`config.mk`:
```
export PLATFORM = sky130hd
export DESIGN_NAME = tiff_header_dimension_parser_unit
export DESIGN_NICKNAME = d
export VERILOG_FILES = /design/src/design/tiffhdp_pkg.sv /design/src/design/tiffhdp_parser.sv /design/src/design/tiff_header_dimension_parser_unit.sv
export SDC_FILE = /design/constraint.sdc
export NUM_CORES = 1
export LEC_CHECK = 0
export BUFFER_PORTS_ARGS = -buffer_cell sky130_fd_sc_hd__buf_2
export CAP_MARGIN = 25
export CORE_ASPECT_RATIO = 0.6
export CORE_UTILIZATION = 56
export CTS_CLUSTER_DIAMETER = 50
export DETAILED_ROUTE_END_ITERATION = 10
export PLACE_DENSITY_LB_ADDON = 0.3
export SLEW_MARGIN = 20
export SYNTH_ARGS = -nofsm -noshare
export SYNTH_HDL_FRONTEND = slang
export SYNTH_SLANG_ARGS = --single-unit
```
`constraint.sdc`:
```
create_clock -name clk -period 6.9 [get_ports clk]
set_clock_uncertainty 0.15 [all_clocks]
set_input_delay 0.345 -clock clk [delete_from_list [all_inputs] [get_ports clk]]
set_output_delay 0.345 -clock clk [all_outputs]
set_load 0.02 [all_outputs]
```
`src/design/tiffhdp_pkg.sv`:
```
// ----------------------------------------------------------------------------
// tiffhdp_pkg
// Shared types, codes and byte-assembly helpers for the TIFF header
// dimension parser.
// ----------------------------------------------------------------------------
package tiffhdp_pkg;

  // Width of the saturating file position counter
  localparam int POS_BITS = 32;

  // TIFF codes
  localparam logic [15:0] TAG_WIDTH   = 16'h0100;
  localparam logic [15:0] TAG_HEIGHT  = 16'h0101;
  localparam logic [15:0] TYPE_SHORT  = 16'h0003;
  localparam logic [15:0] TYPE_LONG   = 16'h0004;
  localparam logic [7:0]  ORDER_INTEL = 8'h49;

  // Entry layout: last byte of a 12-byte directory entry
  localparam logic [3:0]  ENTRY_LAST  = 4'd11;

  // Parser phases, one-hot
  typedef enum logic [4:0] {
    PH_HEADER = 5'b00001,
    PH_SKIP   = 5'b00010,
    PH_COUNT  = 5'b00100,
    PH_ENTRY  = 5'b01000,
    PH_DONE   = 5'b10000
  } phase_t;

  // Result status codes
  typedef enum logic [1:0] {
    ST_OK          = 2'd0,
    ST_BAD_OFFSET  = 2'd1,
    ST_TAG_MISSING = 2'd2,
    ST_TRUNCATED   = 2'd3
  } status_t;

  // One result item
  typedef struct packed {
    status_t     status;
    logic [31:0] image_width;
    logic [31:0] image_height;
  } res_t;

  // Insert byte k of a 32-bit field in the selected byte order
  function automatic logic [31:0] take32(input logic [31:0] acc, input logic [7:0] b,
                                         input logic [1:0] k, input logic le);
    logic [31:0] r;
    if (le) begin
      r = acc | ({24'd0, b} << {k, 3'b000});
    end else begin
      r = {acc[23:0], b};
    end
    return r;
  endfunction

  // Insert byte k of a 16-bit field in the selected byte order
  function automatic logic [15:0] take16(input logic [15:0] acc, input logic [7:0] b,
                                         input logic k, input logic le);
    logic [15:0] r;
    if (le) begin
      r = acc | ({8'd0, b} << {k, 3'b000});
    end else begin
      r = {acc[7:0], b};
    end
    return r;
  endfunction

endpackage

```
`src/design/tiffhdp_parser.sv`:
```
// ----------------------------------------------------------------------------
// tiffhdp_parser
// Parser state and the single-pass next-state logic: one file byte per
// step, result flagged in the same cycle as the byte that settles the file.
// ----------------------------------------------------------------------------
module tiffhdp_parser
  import tiffhdp_pkg::*;
(
  input  logic       clk,
  input  logic       rst_n,
  input  logic       step,        // a byte is processed this cycle
  input  logic [7:0] file_byte,
  input  logic       end_of_file,
  output logic       res_valid,
  output res_t       res
);

  // State registers
  phase_t                phase_r,  phase_nxt;
  logic [POS_BITS-1:0]   pos_r,    pos_nxt;
  logic                  le_r,     le_nxt;
  logic [31:0]           off_r,    off_nxt;
  logic [15:0]           total_r,  total_nxt;
  logic [15:0]           done_r,   done_nxt;
  logic [3:0]            idx_r,    idx_nxt;
  logic [15:0]           tag_r,    tag_nxt;
  logic [15:0]           type_r,   type_nxt;
  logic [31:0]           val_r,    val_nxt;
  logic                  wfound_r, wfound_nxt;
  logic                  hfound_r, hfound_nxt;
  logic [31:0]           wval_r,   wval_nxt;
  logic [31:0]           hval_r,   hval_nxt;

  // Next-state and result logic
  always_comb begin
    logic [15:0] half;
    logic [3:0]  i;
    phase_nxt  = phase_r;
    pos_nxt    = pos_r;
    le_nxt     = le_r;
    off_nxt    = off_r;
    total_nxt  = total_r;
    done_nxt   = done_r;
    idx_nxt    = idx_r;
    tag_nxt    = tag_r;
    type_nxt   = type_r;
    val_nxt    = val_r;
    wfound_nxt = wfound_r;
    hfound_nxt = hfound_r;
    wval_nxt   = wval_r;
    hval_nxt   = hval_r;
    res_valid  = 1'b0;
    res.status = ST_OK;
    i          = idx_r;
    half       = 16'd0;

    if (phase_r == PH_HEADER) begin
      // byte order, then directory offset in bytes 4 to 7
      if (pos_r == '0) begin
        le_nxt = (file_byte == ORDER_INTEL);
      end
      if (pos_r >= POS_BITS'(4) && pos_r <= POS_BITS'(7)) begin
        off_nxt = take32(off_r, file_byte, pos_r[1:0], le_nxt);
      end
      if (pos_r >= POS_BITS'(7)) begin
        if (off_nxt < 32'd8) begin
          res_valid  = 1'b1;
          res.status = ST_BAD_OFFSET;
          phase_nxt  = PH_DONE;
        end else begin
          phase_nxt = PH_SKIP;
        end
      end
    end else begin
      // reaching the directory: this byte is the first count byte
      if (phase_r == PH_SKIP && 32'(pos_r) == off_r) begin
        phase_nxt = PH_COUNT;
        idx_nxt   = 4'd0;
        total_nxt = 16'd0;
      end
      if (phase_nxt == PH_COUNT) begin
        total_nxt = take16(total_nxt, file_byte, idx_nxt[0], le_r);
        idx_nxt   = idx_nxt + 4'd1;
        if (idx_nxt >= 4'd2) begin
          phase_nxt = PH_ENTRY;
          idx_nxt   = 4'd0;
          done_nxt  = 16'd0;
        end
      end else if (phase_nxt == PH_ENTRY) begin
        // entry fields: tag, type, skipped count, value
        if (i < 4'd2) begin
          tag_nxt = take16((i == 4'd0) ? 16'd0 : tag_r, file_byte, i[0], le_r);
        end else if (i < 4'd4) begin
          type_nxt = take16((i == 4'd2) ? 16'd0 : type_r, file_byte, i[0], le_r);
        end else if (i >= 4'd8) begin
          val_nxt = take32((i == 4'd8) ? 32'd0 : val_r, file_byte, i[1:0], le_r);
        end
        if (i >= ENTRY_LAST) begin
          idx_nxt = 4'd0;
          half    = le_r ? val_nxt[15:0] : val_nxt[31:16];
          if (tag_r == TAG_WIDTH) begin
            wfound_nxt = 1'b1;
            if (type_r == TYPE_SHORT) begin
              wval_nxt = {16'd0, half};
            end else if (type_r == TYPE_LONG) begin
              wval_nxt = val_nxt;
            end
          end else if (tag_r == TAG_HEIGHT) begin
            hfound_nxt = 1'b1;
            if (type_r == TYPE_SHORT) begin
              hval_nxt = {16'd0, half};
            end else if (type_r == TYPE_LONG) begin
              hval_nxt = val_nxt;
            end
          end
          done_nxt = done_r + 16'd1;
          if (wfound_nxt && hfound_nxt) begin
            res_valid  = 1'b1;
            res.status = ST_OK;
            phase_nxt  = PH_DONE;
          end else if (done_nxt >= total_r) begin
            res_valid  = 1'b1;
            res.status = ST_TAG_MISSING;
            phase_nxt  = PH_DONE;
          end
        end else begin
          idx_nxt = i + 4'd1;
        end
      end
    end

    // saturating position
    if (pos_r != {POS_BITS{1'b1}}) begin
      pos_nxt = pos_r + POS_BITS'(1);
    end

    // end of file: truncation if undecided, then rearm
    if (end_of_file) begin
      if (phase_nxt != PH_DONE) begin
        res_valid  = 1'b1;
        res.status = ST_TRUNCATED;
      end
      phase_nxt  = PH_HEADER;
      pos_nxt    = '0;
      le_nxt     = 1'b0;
      off_nxt    = 32'd0;
      total_nxt  = 16'd0;
      done_nxt   = 16'd0;
      idx_nxt    = 4'd0;
      tag_nxt    = 16'd0;
      type_nxt   = 16'd0;
      val_nxt    = 32'd0;
      wfound_nxt = 1'b0;
      hfound_nxt = 1'b0;
    end

    res.image_width  = (res.status == ST_OK) ? wval_nxt : 32'd0;
    res.image_height = (res.status == ST_OK) ? hval_nxt : 32'd0;

    if (end_of_file) begin
      wval_nxt = 32'd0;
      hval_nxt = 32'd0;
    end
  end

  // State update on each processed byte
  always_ff @(posedge clk) begin
    if (!rst_n) begin
      phase_r  <= PH_HEADER;
      pos_r    <= '0;
      le_r     <= 1'b0;
      off_r    <= 32'd0;
      total_r  <= 16'd0;
      done_r   <= 16'd0;
      idx_r    <= 4'd0;
      tag_r    <= 16'd0;
      type_r   <= 16'd0;
      val_r    <= 32'd0;
      wfound_r <= 1'b0;
      hfound_r <= 1'b0;
      wval_r   <= 32'd0;
      hval_r   <= 32'd0;
    end else if (step) begin
      phase_r  <= phase_nxt;
      pos_r    <= pos_nxt;
      le_r     <= le_nxt;
      off_r    <= off_nxt;
      total_r  <= total_nxt;
      done_r   <= done_nxt;
      idx_r    <= idx_nxt;
      tag_r    <= tag_nxt;
      type_r   <= type_nxt;
      val_r    <= val_nxt;
      wfound_r <= wfound_nxt;
      hfound_r <= hfound_nxt;
      wval_r   <= wval_nxt;
      hval_r   <= hval_nxt;
    end
  end

`ifndef SYNTHESIS
  // end of file always rearms the parser
  a_rearm: assert property (@(posedge clk) disable iff (!rst_n)
    step && end_of_file |=> phase_r == PH_HEADER && pos_r == '0)
    else $error("parser not rearmed after end of file");

  // a decided file gives no further results
  a_done_quiet: assert property (@(posedge clk) disable iff (!rst_n)
    phase_r == PH_DONE && !end_of_file |-> !res_valid)
    else $error("result after decision");

  // entry byte index stays within an entry
  a_idx_range: assert property (@(posedge clk) disable iff (!rst_n)
    phase_r == PH_ENTRY |-> idx_r <= ENTRY_LAST)
    else $error("entry byte index out of range");
`endif

endmodule

```
`src/design/tiff_header_dimension_parser_unit.sv`:
```
// Timing: a result is captured in the output register as its deciding byte is
// taken from the input register, which holds each byte after acceptance.
// Throughput: one byte per cycle unless output stalls; at most one result per file.
// Reset: synchronous, active low; clears parser state and both stage valid flags.
// After the last byte of a file the parser returns to its reset state.
// ----------------------------------------------------------------------------
// tiff_header_dimension_parser_unit
// Top level: input register, parser, output register with stream handshakes.
// ----------------------------------------------------------------------------
module tiff_header_dimension_parser_unit
  import tiffhdp_pkg::*;
(
  input  logic        clk,
  input  logic        rst_n,
  input  logic        in_tvalid,
  output logic        in_tready,
  input  logic [7:0]  in_tdata,   // [7:0] file_byte
  input  logic        in_tlast,   // end_of_file
  output logic        out_tvalid,
  input  logic        out_tready,
  output logic [71:0] out_tdata   // [1:0] status, [33:2] image_width,
                                  // [65:34] image_height, [71:66] zero
);

  logic       stage_valid_r;
  logic [7:0] stage_byte_r;
  logic       stage_eof_r;
  logic       out_valid_r;
  res_t       out_res_r;
  logic       advance;
  logic       res_valid;
  res_t       res;

  // Stage moves on when the output register is free or draining
  assign advance   = stage_valid_r && (!out_valid_r || out_tready);
  assign in_tready = !stage_valid_r || advance;

  // Input register
  always_ff @(posedge clk) begin
    if (!rst_n) begin
      stage_valid_r <= 1'b0;
    end else if (in_tvalid && in_tready) begin
      stage_valid_r <= 1'b1;
    end else if (advance) begin
      stage_valid_r <= 1'b0;
    end
  end

  always_ff @(posedge clk) begin
    if (in_tvalid && in_tready) begin
      stage_byte_r <= in_tdata;
      stage_eof_r  <= in_tlast;
    end
  end

  tiffhdp_parser u_parser (
    .clk         (clk),
    .rst_n       (rst_n),
    .step        (advance),
    .file_byte   (stage_byte_r),
    .end_of_file (stage_eof_r),
    .res_valid   (res_valid),
    .res         (res)
  );

  // Output register
  always_ff @(posedge clk) begin
    if (!rst_n) begin
      out_valid_r <= 1'b0;
    end else if (advance && res_valid) begin
      out_valid_r <= 1'b1;
    end else if (out_tready) begin
      out_valid_r <= 1'b0;
    end
  end

  always_ff @(posedge clk) begin
    if (advance && res_valid) begin
      out_res_r <= res;
    end
  end

  assign out_tvalid = out_valid_r;
  assign out_tdata  = {6'd0, out_res_r.image_height, out_res_r.image_width,
                       out_res_r.status};

`ifndef SYNTHESIS
  // input stalls only when the output is full and stalled
  a_stall_cause: assert property (@(posedge clk) disable iff (!rst_n)
    !in_tready |-> stage_valid_r && out_valid_r && !out_tready)
    else $error("input stalled without output back-pressure");

  // failed status carries zero dimensions
  a_zero_dims: assert property (@(posedge clk) disable iff (!rst_n)
    out_valid_r && out_res_r.status != ST_OK |->
      out_res_r.image_width == 32'd0 && out_res_r.image_height == 32'd0)
    else $error("nonzero dimensions with failed status");

  // a produced result is always captured
  a_capture: assert property (@(posedge clk) disable iff (!rst_n)
    advance && res_valid |=> out_valid_r)
    else $error("result lost");
`endif

endmodule

```
==> out/qor.txt <==
===============================================================================================
Setup Total Neg Slack ............................................................         0 ps
Crit start category ..............................................................         flop
Initial standard-cell utilization of the core ....................................        0.580
Met1 Use GR ......................................................................        0.560
FFs w/ async S/R, synth ..........................................................            0
Drt total wl .....................................................................     56000 um
H-tree lvl count .................................................................            1
Die height .......................................................................       137 um
Post-synthesis instance total ....................................................         2097
Overall fraction of global-route tracks in use ...................................        0.358
Worst hold margin ................................................................       204 ps
Ratio of final minimum period to clock period ....................................        0.778
Remaining global-route overflow ..................................................            0
Global-route met3 utilization ....................................................        0.130
Largest fanout on the critical path ..............................................           41
Maximum number of pins on one net before global-route repair .....................          111
Clk_lat worst skew ...............................................................       590 ps
Max Freq .........................................................................      186 MHz
Initial DRC Count ................................................................         2703
Clock Sinks ......................................................................          313
Final nets .......................................................................         2131
Flops & latches, synth ...........................................................          313
Final ANT Viol Nets ..............................................................            0
Clock root buffer ................................................................    clkbuf_16
Port buffer count ................................................................           80
Number of remaining DRC errors ...................................................            0
Setup crit end kind ..............................................................         flop
Pre-Repair DR Iteration Count ....................................................            7
Number of pins exceeding their max-slew limit in the final report ................            0
Dominant synthesized flop cell ...................................................      dfxtp_1
Part of the Yosys area used for sequential elements ..............................        0.413
Count of distinct cell types in the synthesized netlist ..........................           70
Unrepaired setup endpoints after global routing ..................................        false
Total power per unit cell area ...................................................   203 nW/um2
Initial antenna violation count ..................................................            1
Post-route setup slack ...........................................................      1530 ps
Vias post-DR .....................................................................        16542
Worst EP arrival .................................................................      5480 ps
Relative slew slack ..............................................................        0.298
Pin slew with the least headroom to its limit ....................................      1050 ps
Area of the core region ..........................................................    29200 um2
Total of cells resized after clock tree synthesis ................................            0
EDFF count, synth ................................................................           75
Placer's final routability congestion estimate ...................................         1.04
CTS tree .........................................................................         done
Die span in x ....................................................................       227 um
CTS Buffer Depth .................................................................            3
Result of the run ................................................................ finished, final reports clean
Vias in the first global route ...................................................        14635
Ratio of cells with drive above 1 in the final layout ............................       0.0963
Worst ir drop on vdd .............................................................       178 uV
Area added between synthesis and finish ..........................................        9.50%
Number of hold violations in the final report ....................................            0
Avg WL per Cell ..................................................................      22.2 um
DR vias/cell .....................................................................         6.57
M2 GR Usage ......................................................................        0.458
Max-cap violations ...............................................................            0
Endpoints failing setup ..........................................................            0
Most Crowded Layer GR ............................................................         met1
Worst min-delay path class ....................................................... input port to flop
Global-route wire length before repair ...........................................     86000 um
Period minus WS final ............................................................      5370 ps
Worst Setup Slack post-DPL .......................................................      1550 ps
Critical path data required time .................................................      7010 ps
Cell Rows ........................................................................           48
Category of the critical setup timing path ....................................... flop to flop
Setup bufs post-CTS ..............................................................            0
I/O pin cnt ......................................................................           87
Cell area after synthesis ........................................................    17000 um2
Leakage power ....................................................................   0.00643 uW
Number of inserted diodes ........................................................            0
Area of the die ..................................................................    31000 um2
Total CTS buffers ................................................................           30
Mean instance size in the synthesized netlist ....................................     8.09 um2
Clock input transition at the sequential cells of the worst setup and hold paths .        70 ps
Post-detail-place hpwl ...........................................................     37900 um
Yosys synthesis warning count ....................................................            0
===============================================================================================
-- worst paths after layout --
path                                          end  cells past startpoint  slack (ps)                            start
setup / recovery       out_tdata[2]$_SDFFCE_PP0P_                     19        1530  u_parser.done_r[0]$_SDFFE_PN0P_
hold / removal    u_parser.off_r[31]$_SDFFE_PN0P_                      2         200                            rst_n
setup reg to reg       out_tdata[2]$_SDFFCE_PP0P_                     19        1530  u_parser.done_r[0]$_SDFFE_PN0P_
hold reg to reg   u_parser.type_r[9]$_SDFFE_PN0P_                      2         330  u_parser.type_r[9]$_SDFFE_PN0P_
-- flip-flops by register name, indices dropped and copies added, names as in the netlist, 4 cells and up --
| register | count |
|---|---|
| u_parser.wval_r | 32 |
| u_parser.val_r | 32 |
| u_parser.off_r | 32 |
| u_parser.hval_r | 32 |
| stage_byte_r | 8 |
| u_parser.tag_r | 16 |
| u_parser.total_r | 16 |
| u_parser.phase_r | 5 |
| u_parser.type_r | 16 |
| u_parser.done_r | 16 |
| out_tdata | 66 |
| u_parser.idx_r | 4 |
| u_parser.pos_r | 32 |
-- cell type report --
class | count | area [um2]
sequential | 313 | 7020
clock inverter | 19 | 158
tap | 400 | 500
timing repair buffer | 124 | 773
clock buffer | 37 | 818
multi-input combinational | 1584 | 9160
fill | 2500 | 10700
inverter | 42 | 158
-- cells by family after synthesis --
kind of cell / Yosys count / synth area share
buffers and inverters: 205 / 0.0497
xor gates and xnor gates: 71 / 0.0366
muxes: 9 / 0.00597
other: 1 / 0.000221
adders and majority gates: 23 / 0.0170
AOI/OAI and AO/OA: 719 / 0.261
DFF: 313 / 0.413
and+or+nand+nor: 756 / 0.216
-- power breakdown --
part           internal, uW  total [uW]  switching, uW
registers              1890        1910           18.3
logic                  46.8         180            133
clock network           918        1680            763
-- worst max-delay path, cell delays in order, from the launching register on --
cell       delay (ps)
dfxtp_1           410
ha_1              250
nand3_1           180
or2_2             380
nor2_1            110
nand3_1           160
or2_2             380
nor2_1            150
xor2_1            210
ha_1              260
nand2_1            70
o21ai_0           110
a2111oi_0         370
a21oi_1           280
o2bb2ai_1         270
o31ai_1           110
nand3_1           110
nor2_1             80
nor2_4            650
buf_12            310
-- what timing repair did --
action / 4_1_cts / 5_1_grt
endpoints found under the setup margin: 0 / 0
hold buffers: 11 / 0
endpoints found under the hold margin: 11 / 0
-- synthesized netlist by cell type, drive strengths merged (29+ instances only) --
master,n,share of area
a21boi,30,0.013
a21oi,178,0.052
a22oi,101,0.045
and2,67,0.025
clkbuf,142,0.031
dfxtp,238,0.28
edfxtp,75,0.13
inv,42,0.0093
nand2,230,0.051
nand3,38,0.011
nand4,31,0.011
nor2,181,0.040
nor2b,92,0.034
nor4,29,0.011
o21ai,243,0.072
xnor2,48,0.025
-- routing by layer --
layer	routed length (um)	up-vias
li1	-	7509
met1	25500	7904
met2	21300	1040
met3	8490	89
met4	753	0
met5	0	-
-- through the flow --
stage | util | cell area, um2 | cells | total power, uW
after floorplan | - | 17000 | 2102 | 2050
after global placement | 0.597 | 17500 | 2450 | 2110
after detailed placement | 0.598 | 17500 | 2451 | 2110
after CTS | 0.635 | 18600 | 2518 | 3750
after global routing | 0.635 | 18600 | 2519 | 3860
final | 0.635 | 18600 | 2519 | 3770
-- cells in the final DEF (no fill, tap or decap), types with 18 or more instances in the layout --
cell type / Yosys / routed
ha_1: 23 / 23
inv_1: 42 / 42
o21a_1: 21 / 21
nand3_1: 38 / 38
buf_2: 2 / 79
nor2_1: 181 / 178
nand4_1: 31 / 31
a22oi_1: 101 / 101
a21boi_0: 29 / 29
o21ai_0: 237 / 235
dfxtp_1: 238 / 237
nor2b_1: 92 / 92
a21oi_1: 178 / 178
clkbuf_16: 0 / 31
xnor2_1: 48 / 48
nor4_1: 28 / 28
xor2_1: 23 / 23
o22ai_1: 25 / 25
buf_4: 7 / 33
and2_1: 64 / 64
edfxtp_1: 75 / 75
nor3_1: 24 / 24
nand2_1: 230 / 230
a22o_1: 18 / 18
No activity file was read; power rests on OpenSTA's default activity.
